[config.mk]
export PLATFORM = sky130hd
export DESIGN_NAME = lzss_ctrl
export DESIGN_NICKNAME = d
export VERILOG_FILES = /design/src/rtl/core/assert_macros.svh /design/src/rtl/core/lzss_pkg.sv /design/src/rtl/core/lzss_ctrl.sv
export SDC_FILE = /design/constraint.sdc
export NUM_CORES = 1
export LEC_CHECK = 0
export BUFFER_PORTS_ARGS = -buffer_cell sky130_fd_sc_hd__buf_2
export CAP_MARGIN = 20
export CORE_MARGIN = 5
export CORE_UTILIZATION = 59
export CTS_CLUSTER_DIAMETER = 100
export DETAILED_ROUTE_END_ITERATION = 10
export MAX_ROUTING_LAYER = met4
export PLACE_DENSITY = 0.81
export SYNTH_ARGS = -nofsm -noshare
export SYNTH_HDL_FRONTEND = slang
export SYNTH_SLANG_ARGS = --single-unit
[constraint.sdc]
create_clock -name clk -period 4.6 [get_ports clk]
set_input_delay 0.23 -clock clk [delete_from_list [all_inputs] [get_ports clk]]
set_output_delay 0.23 -clock clk [all_outputs]
set_load 0.05 [all_outputs]
[src/rtl/core/assert_macros.svh]
// ----------------------------------------------------------------------------
// Assertion macros
// Shared concurrent assertion forms used by the decompressor core.
// ----------------------------------------------------------------------------
`ifndef ASSERT_MACROS_SVH
`define ASSERT_MACROS_SVH

// Same-cycle implication, disabled while reset is asserted.
`define ASSERT_SAME(lbl, ck, rn, pre, post) \
  lbl: assert property (@(posedge ck) disable iff (!(rn)) (pre) |-> (post)) \
    else $error("same-cycle check failed");

// Next-cycle implication, disabled while reset is asserted.
`define ASSERT_NEXT(lbl, ck, rn, pre, post) \
  lbl: assert property (@(posedge ck) disable iff (!(rn)) (pre) |=> (post)) \
    else $error("next-cycle check failed");

`endif

[src/rtl/core/lzss_pkg.sv]
// ----------------------------------------------------------------------------
// LZSS decompressor package
// Request types, parser codes and fixed constants of the decompressor.
// ----------------------------------------------------------------------------
package lzss_pkg;

  // Default configuration of the core.
  localparam int WINDOW_DEPTH_DEF = 4096;
  localparam int LENGTH_BITS_DEF  = 16;

  // Fixed widths of the token format and the length register.
  localparam int TOTAL_LEN_W = 16;
  localparam int DIST_W      = 12;
  localparam int COUNT_W     = 4;
  localparam int FLAG_CNT_W  = 4;
  localparam int FLAGS_PER_BYTE = 8;

  // One compressed input request.
  typedef struct packed {
    logic [7:0] in_byte;
    logic       stream_start;
  } lzss_in_t;

  // One decompressed result request.
  typedef struct packed {
    logic [7:0] out_byte;
    logic       last_of_run;
    logic       stream_done;
    logic       bad_reference;
  } lzss_out_t;

  // What the parser expects as the next compressed byte.
  typedef enum logic [1:0] {
    PH_FLAG = 2'd0,
    PH_ITEM = 2'd1,
    PH_LOW  = 2'd2
  } lzss_phase_t;

  // Control sequencer states.
  typedef enum logic [1:0] {
    ST_IDLE = 2'd0,
    ST_READ = 2'd1,
    ST_EMIT = 2'd2
  } lzss_state_t;

endpackage

[src/rtl/core/lzss_ctrl.sv]
// ----------------------------------------------------------------------------
// LZSS parser and copy sequencer
// Parses flag bytes, literals and tokens, drives the window memory and holds
// the result output register.
// ----------------------------------------------------------------------------
module lzss_ctrl #(
  parameter int WINDOW_DEPTH = lzss_pkg::WINDOW_DEPTH_DEF,
  parameter int LENGTH_BITS  = lzss_pkg::LENGTH_BITS_DEF,
  parameter int AW           = $clog2(WINDOW_DEPTH)
) (
  input  logic                             clk,
  input  logic                             rst_n,
  input  logic [lzss_pkg::TOTAL_LEN_W-1:0] total_length,
  input  logic                             in_valid,
  output logic                             in_ready,
  input  lzss_pkg::lzss_in_t               in_data,
  output logic                             out_valid,
  input  logic                             out_ready,
  output lzss_pkg::lzss_out_t              out_data,
  output logic                             mem_wr_en,
  output logic [AW-1:0]                    mem_wr_addr,
  output logic [7:0]                       mem_wr_data,
  output logic                             mem_rd_en,
  output logic [AW-1:0]                    mem_rd_addr,
  input  logic [7:0]                       mem_rd_data
);

  localparam int LB  = LENGTH_BITS;
  localparam int CW  = (LB > lzss_pkg::TOTAL_LEN_W) ? LB : lzss_pkg::TOTAL_LEN_W;
  localparam int AW1 = AW + 1;
  localparam int DW  = lzss_pkg::DIST_W;
  localparam int NW  = lzss_pkg::COUNT_W;
  localparam int FW  = lzss_pkg::FLAG_CNT_W;

  // Registers.
  lzss_pkg::lzss_state_t state_r, state_nxt;
  lzss_pkg::lzss_phase_t phase_r, phase_nxt;
  logic [7:0]            flag_bits_r, flag_bits_nxt;
  logic [FW-1:0]         flags_left_r, flags_left_nxt;
  logic [7:0]            token_high_r, token_high_nxt;
  logic [LB-1:0]         bw_r, bw_nxt;
  logic [AW-1:0]         wp_r, wp_nxt;
  logic [AW-1:0]         src_r, src_nxt;
  logic [NW-1:0]         cnt_r, cnt_nxt;
  logic                  bad_r, bad_nxt;
  logic                  out_valid_r, out_valid_nxt;
  lzss_pkg::lzss_out_t   out_data_r, out_data_nxt;

  // Handshake and stream-start view of the state.
  logic                  out_free;
  logic                  acc;
  logic                  clr;
  lzss_pkg::lzss_phase_t phase_e;
  logic [7:0]            flag_bits_e;
  logic [FW-1:0]         flags_left_e;
  logic [7:0]            token_high_e;
  logic [LB-1:0]         bw_e;
  logic [AW-1:0]         wp_e;
  logic                  complete;

  // Token decode.
  logic [DW-1:0]  tok_dist;
  logic [NW-1:0]  count;
  logic           bad_calc;
  logic [AW1-1:0] wp_ext;
  logic [AW1-1:0] dist_ext;
  logic [AW-1:0]  src_calc;

  // Flag advance.
  logic [7:0]            nf_bits;
  logic [FW-1:0]         nf_left;
  lzss_pkg::lzss_phase_t nf_phase;

  // Shared emit path.
  logic          emit_en;
  logic [7:0]    emit_byte;
  logic          emit_bad;
  logic          emit_last;
  logic [LB-1:0] bw_base;
  logic [AW-1:0] wp_base;
  logic [LB-1:0] bw_inc;
  logic [AW-1:0] wp_inc;
  logic          copy_stop;

  assign out_free = !out_valid_r || out_ready;
  assign in_ready = (state_r == lzss_pkg::ST_IDLE) && out_free;
  assign acc      = in_valid && in_ready;
  assign clr      = acc && in_data.stream_start;

  // A new stream clears the parse state before its first byte is taken.
  assign phase_e      = clr ? lzss_pkg::PH_FLAG : phase_r;
  assign flag_bits_e  = clr ? 8'd0 : flag_bits_r;
  assign flags_left_e = clr ? '0 : flags_left_r;
  assign token_high_e = clr ? 8'd0 : token_high_r;
  assign bw_e         = clr ? '0 : bw_r;
  assign wp_e         = clr ? '0 : wp_r;
  assign complete     = CW'(bw_e) >= CW'(total_length);

  // Token decode: upper twelve bits are the distance, low four the count.
  assign tok_dist = {token_high_e, in_data.in_byte[7:4]};
  assign count    = in_data.in_byte[NW-1:0];
  assign bad_calc = (tok_dist == '0) || (CW'(tok_dist) > CW'(bw_e));
  assign wp_ext   = AW1'(wp_e);
  assign dist_ext = AW1'(tok_dist);

  // Source position modulo the window depth.
  always_comb begin
    if (wp_ext >= dist_ext) begin
      src_calc = AW'(wp_ext - dist_ext);
    end else begin
      src_calc = AW'(wp_ext + AW1'(WINDOW_DEPTH) - dist_ext);
    end
  end

  // Step to the next flag of the current flag byte.
  assign nf_bits  = flag_bits_e >> 1;
  assign nf_left  = (flags_left_e == '0) ? '0 : flags_left_e - FW'(1);
  assign nf_phase = (nf_left == '0) ? lzss_pkg::PH_FLAG : lzss_pkg::PH_ITEM;

  // Write position and byte count after one emitted byte.
  assign bw_base = (state_r == lzss_pkg::ST_IDLE) ? bw_e : bw_r;
  assign wp_base = (state_r == lzss_pkg::ST_IDLE) ? wp_e : wp_r;
  assign bw_inc  = bw_base + LB'(1);
  always_comb begin
    if (bw_inc == '0) begin
      wp_inc = '0;
    end else if (wp_base == AW'(WINDOW_DEPTH - 1)) begin
      wp_inc = '0;
    end else begin
      wp_inc = wp_base + AW'(1);
    end
  end
  assign copy_stop = (cnt_r == NW'(1)) || (CW'(bw_inc) >= CW'(total_length));

  // Next state of the sequencer.
  always_comb begin
    state_nxt = state_r;
    case (state_r)
      lzss_pkg::ST_IDLE: begin
        if (acc && !complete && (phase_e == lzss_pkg::PH_LOW) && (count != '0)) begin
          state_nxt = bad_calc ? lzss_pkg::ST_EMIT : lzss_pkg::ST_READ;
        end
      end
      lzss_pkg::ST_READ: begin
        state_nxt = lzss_pkg::ST_EMIT;
      end
      lzss_pkg::ST_EMIT: begin
        if (out_free) begin
          if (copy_stop) begin
            state_nxt = lzss_pkg::ST_IDLE;
          end else begin
            state_nxt = bad_r ? lzss_pkg::ST_EMIT : lzss_pkg::ST_READ;
          end
        end
      end
      default: begin
        state_nxt = lzss_pkg::ST_IDLE;
      end
    endcase
  end

  // Datapath and outputs of the sequencer.
  always_comb begin
    phase_nxt      = phase_r;
    flag_bits_nxt  = flag_bits_r;
    flags_left_nxt = flags_left_r;
    token_high_nxt = token_high_r;
    bw_nxt         = bw_r;
    wp_nxt         = wp_r;
    src_nxt        = src_r;
    cnt_nxt        = cnt_r;
    bad_nxt        = bad_r;
    emit_en        = 1'b0;
    emit_byte      = 8'd0;
    emit_bad       = 1'b0;
    emit_last      = 1'b0;
    mem_rd_en      = 1'b0;

    case (state_r)
      lzss_pkg::ST_IDLE: begin
        if (acc) begin
          phase_nxt      = phase_e;
          flag_bits_nxt  = flag_bits_e;
          flags_left_nxt = flags_left_e;
          token_high_nxt = token_high_e;
          bw_nxt         = bw_e;
          wp_nxt         = wp_e;
          if (!complete) begin
            case (phase_e)
              lzss_pkg::PH_FLAG: begin
                flag_bits_nxt  = in_data.in_byte;
                flags_left_nxt = FW'(lzss_pkg::FLAGS_PER_BYTE);
                phase_nxt      = lzss_pkg::PH_ITEM;
              end
              lzss_pkg::PH_ITEM: begin
                if (flag_bits_e[0]) begin
                  token_high_nxt = in_data.in_byte;
                  phase_nxt      = lzss_pkg::PH_LOW;
                end else begin
                  emit_en        = 1'b1;
                  emit_byte      = in_data.in_byte;
                  emit_last      = 1'b1;
                  flag_bits_nxt  = nf_bits;
                  flags_left_nxt = nf_left;
                  phase_nxt      = nf_phase;
                end
              end
              lzss_pkg::PH_LOW: begin
                flag_bits_nxt  = nf_bits;
                flags_left_nxt = nf_left;
                phase_nxt      = nf_phase;
                cnt_nxt        = count;
                src_nxt        = src_calc;
                bad_nxt        = bad_calc;
              end
              default: begin
                phase_nxt = lzss_pkg::PH_FLAG;
              end
            endcase
          end
        end
      end
      lzss_pkg::ST_READ: begin
        // Fetch one history byte and advance the source position.
        mem_rd_en = 1'b1;
        src_nxt   = (src_r == AW'(WINDOW_DEPTH - 1)) ? '0 : src_r + AW'(1);
      end
      lzss_pkg::ST_EMIT: begin
        if (out_free) begin
          emit_en   = 1'b1;
          emit_byte = bad_r ? 8'd0 : mem_rd_data;
          emit_bad  = bad_r;
          emit_last = copy_stop;
          cnt_nxt   = cnt_r - NW'(1);
        end
      end
      default: begin
        cnt_nxt = '0;
      end
    endcase

    // Every emitted byte also enters the history window.
    if (emit_en) begin
      bw_nxt = bw_inc;
      wp_nxt = wp_inc;
    end
  end

  assign mem_wr_en   = emit_en;
  assign mem_wr_addr = wp_base;
  assign mem_wr_data = emit_byte;
  assign mem_rd_addr = src_r;

  // Output register load and drain.
  always_comb begin
    out_valid_nxt = out_valid_r;
    out_data_nxt  = out_data_r;
    if (emit_en) begin
      out_valid_nxt              = 1'b1;
      out_data_nxt.out_byte      = emit_byte;
      out_data_nxt.last_of_run   = emit_last;
      out_data_nxt.stream_done   = CW'(bw_inc) == CW'(total_length);
      out_data_nxt.bad_reference = emit_bad;
    end else if (out_ready) begin
      out_valid_nxt = 1'b0;
    end
  end

  // Control registers.
  always_ff @(posedge clk) begin
    if (!rst_n) begin
      state_r      <= lzss_pkg::ST_IDLE;
      phase_r      <= lzss_pkg::PH_FLAG;
      flag_bits_r  <= 8'd0;
      flags_left_r <= '0;
      token_high_r <= 8'd0;
      bw_r         <= '0;
      wp_r         <= '0;
      cnt_r        <= '0;
      out_valid_r  <= 1'b0;
    end else begin
      state_r      <= state_nxt;
      phase_r      <= phase_nxt;
      flag_bits_r  <= flag_bits_nxt;
      flags_left_r <= flags_left_nxt;
      token_high_r <= token_high_nxt;
      bw_r         <= bw_nxt;
      wp_r         <= wp_nxt;
      cnt_r        <= cnt_nxt;
      out_valid_r  <= out_valid_nxt;
    end
  end

  // Payload registers.
  always_ff @(posedge clk) begin
    src_r      <= src_nxt;
    bad_r      <= bad_nxt;
    out_data_r <= out_data_nxt;
  end

  assign out_valid = out_valid_r;
  assign out_data  = out_data_r;

endmodule

After elaboration in Yosys (flattened, before gate mapping)
Cells that the tools add are included.
{"block": "word_totals", "reg_bits": 81, "in_bits": 37, "output_inout_bits": 47, "wordCells": 136}
{"block": "classes", "n_addsub": 8, "order_cmp": 4, "n_eq_ne": 13, "n_mux": 65, "bitwise": 2, "reduce_logical": 29}
{"cell": "12-bit 2-to-1 mux", "count": 12}
{"cell": "8-bit 2-to-1 mux", "count": 13}
{"cell": "16-bit 2-to-1 mux", "count": 5}
{"cell": "12-bit by 1-bit adder with 12-bit output (second input constant)", "count": 3}
{"cell": "16-bit >= comparator", "count": 2}
{"cell": "4-bit 2-to-1 mux", "count": 8}
{"cell": "12-bit equality test (second input constant)", "count": 2}
{"cell": "12-bit case mux with 2 select lines", "count": 1}
{"cell": "4-bit case mux with 3 select lines", "count": 2}
{"cell": "8-bit case mux with 3 select lines", "count": 1}
{"cell": "12-bit subtractor", "count": 2}
{"cell": "16-bit by 1-bit adder with 16-bit output (second input constant)", "count": 1}
{"cell": "16-bit equality test", "count": 1}
{"cell": "12-bit by 16-bit greater-than comparator with 1-bit output", "count": 1}
{"cell": "16-bit zero test", "count": 1}
{"cell": "2-bit 2-to-1 mux", "count": 8}
{"cell": "8-bit case mux with 2 select lines", "count": 1}
{"cell": "12-bit >= comparator", "count": 1}
{"cell": "12-bit zero test", "count": 1}
{"cell": "2-bit case mux with 3 select lines", "count": 2}
{"cell": "1-bit 2-to-1 mux", "count": 10}
{"cell": "4-bit zero test", "count": 2}
{"cell": "2-bit AND reduction", "count": 4}
{"cell": "4-bit AND reduction", "count": 2}
{"cell": "other kinds (15)", "count": 35}

Depth between registers and ports, before layout
Gate-level depths: netlist (run 1).
{"block": "logic_depth", "ltp_word": 13, "depth_mapped": 21, "ltp_nobuf": 17}

Worst setup path before layout (run 1)
OpenSTA, ideal clock, no wires.
{"block": "synth_path", "kind": "register to register", "startpoint": "reg out_valid_r (netlist: out_valid)", "endpoint": "reg out_data_r, in the netlist out_data[2], data pin", "setup_ns": 0.274, "arrival_ns": 3.816, "required_ns": 4.326, "setup_slack_ns": 0.510, "stages_incl_launch_ff": 21, "n_path_buf": 3, "period_less_slack_ns": 4.090, "path_cell_list": "dfxtp_1 -> nand2b_1 -> nand3_1 -> buf_2 -> clkbuf_1 -> clkbuf_1 -> and2_1 -> ha_1 -> nand3_1 -> or2_1 -> nor2_1 -> nand2_1 -> xor2_1 -> nor2_1 -> ha_1 -> a21o_1 -> a21oi_1 -> nand2_1 -> o21ai_0 -> and2_1 -> o22ai_1"}
{"block": "synth_via", "elab_chain_len": 12, "elab_cells_between_ends": 20, "classes_between": "add/sub: 1; order compare: 2; eq/ne: 1; mux: 10; reduce/logical: 6"}
{"element": "start: declaration", "line": "lzss_ctrl.sv:46", "source": "logic out_valid_r, out_valid_nxt;"}
{"element": "start signal: assignment", "line": "lzss_ctrl.sv:290", "source": "out_valid_r <= out_valid_nxt;"}
{"element": "1-bit zero test *", "line": "lzss_ctrl.sv:85", "source": "assign out_free = !out_valid_r || out_ready;"}
{"element": "1-bit logical OR *", "line": "lzss_ctrl.sv:85"}
{"element": "1-bit logical AND", "line": "lzss_ctrl.sv:86", "source": "assign in_ready = (state_r == lzss_pkg::ST_IDLE) && out_free;"}
{"element": "1-bit logical AND", "line": "lzss_ctrl.sv:87", "source": "assign acc = in_valid && in_ready;"}
{"element": "1-bit logical AND", "line": "lzss_ctrl.sv:88", "source": "assign clr = acc && in_data.stream_start;"}
{"element": "16-bit 2-to-1 mux", "line": "lzss_ctrl.sv:95", "source": "assign bw_e = clr ? '0 : bw_r;"}
{"element": "16-bit 2-to-1 mux", "line": "lzss_ctrl.sv:121", "source": "assign bw_base = (state_r == lzss_pkg::ST_IDLE) ? bw_e : bw_r;"}
{"element": "16-bit by 1-bit adder with 16-bit output", "line": "lzss_ctrl.sv:123", "source": "assign bw_inc = bw_base + LB'(1);"}
{"element": "16-bit >= comparator", "line": "lzss_ctrl.sv:133", "source": "assign copy_stop = (cnt_r == NW'(1)) || (CW'(bw_inc) >= CW'(total_length));"}
{"element": "1-bit logical OR", "line": "lzss_ctrl.sv:133"}
{"element": "1-bit 2-to-1 mux", "line": "lzss_ctrl.sv:229", "source": "if (out_free) begin"}
{"element": "1-bit case mux with 2 select lines *", "line": "lzss_ctrl.sv:179", "source": "case (state_r)"}
{"element": "net emit_last", "line": "lzss_ctrl.sv:78", "source": "logic emit_last;"}
{"element": "end signal: assignment", "line": "lzss_ctrl.sv:298", "source": "out_data_r <= out_data_nxt;"}
{"element": "end: declaration", "line": "lzss_ctrl.sv:47", "source": "lzss_pkg::lzss_out_t out_data_r, out_data_nxt;"}
Mark *: on every way through the listed nets, which the timed path passes. The rest lies on a longest branch.
A chain may end at the register's enable or synchronous reset.

Worst setup path after layout (run 1)
{"block": "layout_path", "startpoint": "reg state_r[1]", "endpoint": "out mem_wr_data[0]"}
{"block": "layout_via", "elab_chain_len": 10, "elab_cells_between_ends": 15, "classes_between": "order compare: 1; eq/ne: 2; mux: 8; reduce/logical: 4"}
{"element": "start: declaration", "line": "lzss_ctrl.sv:36", "source": "lzss_pkg::lzss_state_t state_r, state_nxt;"}
{"element": "start signal: assignment", "line": "lzss_ctrl.sv:272", "source": "state_r <= lzss_pkg::ST_IDLE;"}
{"element": "start signal: assignment", "line": "lzss_ctrl.sv:282", "source": "state_r <= state_nxt;"}
{"element": "branches (longest 9 deep; another with 16-bit >= comparator)"}
{"element": "8-bit case mux with 2 select lines *", "line": "lzss_ctrl.sv:179"}
{"element": "end: declaration", "line": "lzss_ctrl.sv:22", "source": "output logic [7:0] mem_wr_data,"}
Every way passes the cells marked *.

==> results.txt, run 1 <==
# IOs - 84
worst relative slew slack - 28.10%
Post-CTS Hold Fix Bufs - 0
mux cell area share after synthesis - 2.165%
CP Data Arrival Time - 4.01 ns
CTS root buf - clkbuf_8
post-synthesis simple-gate area fraction - 22.91%
worst r2r path cells - 16
Antenna Nets Post-Route - 0
Synth-to-Final Area Change - 11.06%
r2r startpoint - state_r[1]$_SDFFE_PN0P_
Setup Viol. Count Final - 0
core area - 10790 µm²
Crit. Startpoint - state_r[1]$_SDFFE_PN0P_
Rows - 38
Max Fanout on Critical Path - 20
Yosys warning count - 0
Hold Slack - 0.1634 ns
fillers - 894
vias in the first global route - 6139
Tightest Pin Transition - 1.077 ns
RSZ-0062 raised after global routing - no
Synth top area share - 17.63%
post-synthesis cell area - 6472 µm²
Synth Area in XOR/XNOR - 4.060%
Yosys top cell by area - dfxtp_1
most used cell, CP - a21o_1
adder-cell share of the synthesized area - 11.91%
H-tree levels - 3
Final Hold Fails - 0
CTS tree - built
grt ovf - 0
Hold Path Sink - token_high_r[0]$_SDFFE_PN0P_
worst vdd ir - 0.0001432 V
Gate Count Post-Synth - 790
Total Neg Setup Slack - 0 ns
CP Cell Sequence - and3b_1 -> nand3_1 -> buf_4 -> and2_1 -> ha_1 -> a21o_1 -> a21o_1 -> a211oi_1 -> o2bb2ai_1 -> nor2_1 -> a22o_1 -> buf_2
part of the cycle the worst path needs - 92.17%
Resized cells post-CTS - 0
leakage power - 0.003398 µW
Pre-antenna DRT Iters - 5
# nets final - 961
Die H - 114.7 µm
die area - 13170 µm²
Synth top cells by count - 78 x nand2_1, 71 x inv_1, 64 x nor2_1
Min-Delay Path Class - in -> reg
CP max stage delay - 0.55 ns
I/O Buffers - 83
setup bufs post-CTS - 0
worst setup margin - 0.3601 ns
clock transition at the registers of the reported paths - 0.09 ns
clock buffer depth - 2
number of max-cap violations - 0
Post-synth EDFFs - 24
dpl ws - 0.5465 ns
Synth Area in Compound Gates - 23.43%
first-pass GRT wire length - 29750 µm
placer congestion estimate - 1.004
reg-to-reg endpoint - state_r[1]$_SDFFE_PN0P_
largest family of logic cells by synthesized area - compound AO/OA/AOI/OAI gates
min-delay src - in_data[1]
Power per Cell Area - 212.5 nW/µm²
startpoint types - flip-flop
via count - 6403
Num CTS Buffers - 9
vias per cell - 6.352
Distinct cells, synth - 71
f_max - 0.2359 GHz
share of flip-flops with an asynchronous set or reset - 0%
CTS sink cnt - 81
most frequent cell after synthesis - nand2_1
min Tclk post-route - 4.240 ns
Inserted Diodes - 0
largest net degree at the start of global routing - 27
WL per Instance - 18.33 µm
critical path class - reg -> out
Starting Density - 59.97%
clk_skew - 0.01272 ns
Multi-input gate area - 4178 µm²
All-Layer GR Usage - 28.96%
Post-Syn Nets - 888
Slew Limit Fails - 0
slowest stage cell, crit path - dfxtp_1
die width - 114.7 µm
Clock Latency Late Sink - 0.37 ns
initial antenna violation count - 0
CP endpoint kind - output pin
Remaining DRCs - 0
synth top area cells - dfxtp_1 18%, ha_1 12%, edfxtp_1 11%, nand2_1 4.5%, inv_1 4.1%
worst reg2reg setup slack - 0.45 ns
total power - 1528 µW
share of cells above drive strength 1 - 15.32%
Post-synth top flop - dfxtp_1
FF+latch count, synth - 81
Iter 0 DRT Violations - 610
syn_area_per_cell - 8.193 µm²
Seq. cell area - 1862 µm²
dpl hpwl - 13940 µm
hold depth - 2
sequential area share after synthesis - 28.76%
worst path required time - 4.37 ns
status - completed
final wirelength - 18480 µm
sequential cells by signal (all words and copies together) (netlist names):
name and cells:
state_r 2, mem_rd_addr 12, bw_r 16, out_data 11, out_valid 1, cnt_r 4
flag_bits_r 8, bad_r 1, wp_r 12, phase_r 2, flags_left_r 4, token_high_r 8
cells by family after synthesis:
logic type | after synthesis
xor+xnor | 30
simple gates | 293
fa+ha+maj | 61
mux | 14
flops | 81
compound gates | 206
buf+inv | 105
layout by cell type (no fill, tap or decap), drive strengths merged, types with 9 or more instances in the layout:
| master | netlist | routed |
|---|---|---|
| a21o | 12 | 12 |
| a21oi | 36 | 36 |
| a22o | 16 | 16 |
| and2 | 22 | 22 |
| and3 | 17 | 17 |
| buf | 16 | 95 |
| clkbuf | 17 | 12 |
| dfxtp | 57 | 57 |
| edfxtp | 24 | 24 |
| ha | 60 | 60 |
| inv | 71 | 73 |
| mux2i | 14 | 14 |
| nand2 | 78 | 78 |
| nand3 | 18 | 18 |
| nand4 | 16 | 16 |
| nor2 | 65 | 65 |
| nor2b | 11 | 11 |
| nor3 | 22 | 22 |
| nor4 | 9 | 9 |
| o21ai | 27 | 27 |
| o22ai | 18 | 18 |
| o2bb2ai | 10 | 10 |
| o31ai | 13 | 13 |
| xnor2 | 17 | 17 |
| xor2 | 13 | 13 |
report_power, final:
group | leakage [µW] | switching (µW) | internal [µW]
Combinational | 0.00261 | 148 | 79.5
Sequential | 0.000683 | 14.3 | 747
Clock | 0.000102 | 291 | 248
Total | 0.00340 | 453 | 1070
critical path, delay by kind of cell (launching register included):
kind,cells,cell delay (ns)
DFF,1,0.55
buffers and inverters,2,0.51
adders and majority gates,1,0.27
AOI/OAI and AO/OA,5,1.18
and+or+nand+nor,4,1.11
through the flow:
step,instance area (µm²),instances,util [%]
after global placement,6985,992,64.72
after floorplan,6472,790,-
after global routing,7188,1008,66.60
after CTS,7183,1008,66.55
final,7188,1008,66.60
after detailed placement,6985,992,64.72
cell type report:
type,instances,share of cell area [%]
well taps,140,2.437
clock buffers,12,2.315
multi-input cells,604,58.12
inverters,72,3.760
clock inverters,4,0.4352
flip-flops and latches,81,25.90
repair buffers,95,7.032
worst max-delay path by stage:
| stage | to | slack, ns | cells past startpoint |
|---|---|---|---|
| after detailed placement | out_data[2]$_DFFE_PN_ | 0.55 | 18 |
| after CTS | mem_wr_en | 0.32 | 14 |
| after global placement | out_data[2]$_DFFE_PN_ | 0.66 | 18 |
| final | mem_wr_data[0] | 0.36 | 12 |
| after global routing | mem_wr_data[5] | 0.02 | 11 |
| after floorplan | out_data[2]$_DFFE_PN_ | 0.51 | 20 |
layer usage:
layer  part of all wire [%]  GRT usage (%)  wire (µm)  up-vias
met3                    8.0          4.474       1481       54
li1                       -              -          -     3031
met1                     42          37.21       7796     2991
met4                    3.4          13.30        622        0
met5                      0              -          0        -
met2                     46          45.05       8580      327
Note: power is estimated with default switching activity, not from simulation.
==> run 2, diff against run 1 <==
Clock period 4.6 ns to 4.75 ns, I/O delays scaled along.
==> results.txt, run 2 (synthesis results as in run 1) <==
status - completed
CP Data Arrival Time - 4.18 ns
worst vdd ir - 0.0001437 V
Internal - 992.2 µW
Resized cells post-CTS - 0
critical path class - reg -> out
Power per Cell Area - 199.6 nW/µm²
worst path required time - 4.51 ns
Top reg by flops - bw_r
Largest register FFs - 16
CTS tree - built
WP buf/inv - 4
r2r startpoint - state_r[1]$_SDFFE_PN0P_
min Tclk post-route - 4.422 ns
commonest non-fill, non-tap cell in the layout - buf_2
share of power burned in registers - 51.5%
CTS sink cnt - 81
core area - 10790 µm²
Setup Viol. Count Final - 0
Rows - 38
hold depth - 2
CP max stage delay - 0.54 ns
min-delay src - in_data[2]
Clock Latency Late Sink - 0.37 ns
H-tree levels - 3
grt ovf - 0
Hold Slack - 0.1724 ns
via count - 6348
Starting Density - 59.97%
number of max-cap violations - 0
vias per cell - 6.291
leakage power - 0.003387 µW
Pre-antenna DRT Iters - 5
die area - 13170 µm²
worst relative slew slack - 50.31%
total power - 1431 µW
Max Fanout on Critical Path - 20
f_max - 0.2262 GHz
Final Hold Fails - 0
Switch Pwr - 438.3 µW
logic gate share of total power - 15.3%
WL per Instance - 18.54 µm
Tightest Pin Transition - 0.7453 ns
Synth-to-Final Area Change - 10.71%
clk_skew - 0.01068 ns
dpl hpwl - 14180 µm
post-route insts no fill - 1009
Levels on crit path - 13
final wirelength - 18700 µm
fillers - 894
Remaining DRCs - 0
Hold Path Sink - token_high_r[1]$_SDFFE_PN0P_
share of cells above drive strength 1 - 15.19%
I/O Buffers - 83
first-pass GRT wire length - 30280 µm
Antenna Nets Post-Route - 0
Inserted Diodes - 0
reg-to-reg endpoint - state_r[1]$_SDFFE_PN0P_
Clk pwr share - 33.1%
Die H - 114.7 µm
# IOs - 84
clock buffer depth - 2
setup bufs post-CTS - 0
Min-Delay Path Class - in -> reg
Num CTS Buffers - 9
worst reg2reg setup slack - 0.45 ns
startpoint types - flip-flop
Total Neg Setup Slack - 0 ns
CP endpoint kind - output pin
CTS root buf - clkbuf_8
initial antenna violation count - 0
placed insts - 993
Slew Limit Fails - 0
part of the cycle the worst path needs - 93.09%
die width - 114.7 µm
CP Cell Sequence - and3b_1 -> nand3_2 -> and2_1 -> inv_1 -> ha_1 -> nand2b_1 -> a211oi_1 -> o31ai_1 -> o2bb2ai_1 -> o21a_1 -> clkinv_1 -> buf_4 -> buf_2
# nets final - 962
All-Layer GR Usage - 29.27%
slowest stage cell, crit path - dfxtp_1
Largest delay share family, worst path - compound AO/OA/AOI/OAI gates
worst r2r path cells - 15
vias in the first global route - 6276
largest net degree at the start of global routing - 27
clock transition at the registers of the reported paths - 0.09 ns
RSZ-0062 raised after global routing - no
Iter 0 DRT Violations - 567
Post-CTS Hold Fix Bufs - 0
placer congestion estimate - 0.9958
most frequent cells in the layout - 83 x buf_2, 78 x nand2_1, 71 x inv_1
sw frac - 30.64%
-- run 2: cell types whose count changed in the layout (fill, tap and decap cells not counted), sizes merged --
cell,delta
clkinv,+1
buf,+1
inv,+1
clkbuf,-2
-- run 2: worst max-delay path by stage --
stage	endpoint	slack (ns)	start
CTS	mem_wr_data[1]	0.15	state_r[1]$_SDFFE_PN0P_
floorplan	out_data[2]$_DFFE_PN_	0.66	out_valid$_SDFFE_PN0P_
global route	mem_wr_data[1]	0.07	state_r[1]$_SDFFE_PN0P_
finish	mem_wr_en	0.33	state_r[1]$_SDFFE_PN0P_
global placement	state_r[1]$_SDFFE_PN0P_	0.54	state_r[1]$_SDFFE_PN0P_
detailed placement	state_r[1]$_SDFFE_PN0P_	0.34	state_r[1]$_SDFFE_PN0P_
-- run 2: cell type report --
class                   count  area (µm²)  area share [%]
clock buffers              10       127.6           1.781
clock inverters             6       40.04          0.5588
inverters                  72       270.3           3.772
multi-input cells         604        4178           58.30
flip-flops and latches     81        1862           25.98
well taps                 140       175.2           2.445
repair buffers             96       513.0           7.159
-- run 2: per-layer routing --
layer | global-route usage [%] | vias up | wire [µm]
li1 | - | 3043 | -
met1 | 38.10 | 2929 | 8023
met2 | 45.48 | 314 | 8562
met3 | 4.368 | 62 | 1493
met4 | 12.60 | 0 | 622
met5 | - | - | 0
-- run 2: metrics by stage --
step           util (%)  worst slack (ns)  instance area (µm²)
2_1_floorplan         -            0.6598                 6472
3_3_place_gp      64.79            0.5434                 6993
3_5_place_dp      64.79            0.3390                 6993
4_1_cts           66.35            0.1529                 7161
5_1_grt           66.39           0.07294                 7166
6_report          66.39            0.3285                 7166
-- run 2: power groups by stage --
stage	Sequential (µW)	Combinational, µW	Clock [µW]
4_1_cts	737	215	474
5_1_grt	739	238	503
3_5_place_dp	753	214	0
3_3_place_gp	752	207	0
2_1_floorplan	756	140	0
6_report	737	219	474
-- run 2: worst reg2reg max path: stages (launching register included) --
cell and delay (ns):
dfxtp_1 0.54, and3b_1 0.27, nand3_2 0.30, and2_1 0.22, ha_1 0.24, nand3_1 0.21, nor3_1 0.39, nand4_1 0.27
nor2_1 0.23, xnor2_1 0.10, ha_1 0.31, nand4_1 0.22, a21oi_1 0.19, o21ai_0 0.19, a221oi_1 0.35, o22ai_1 0.15
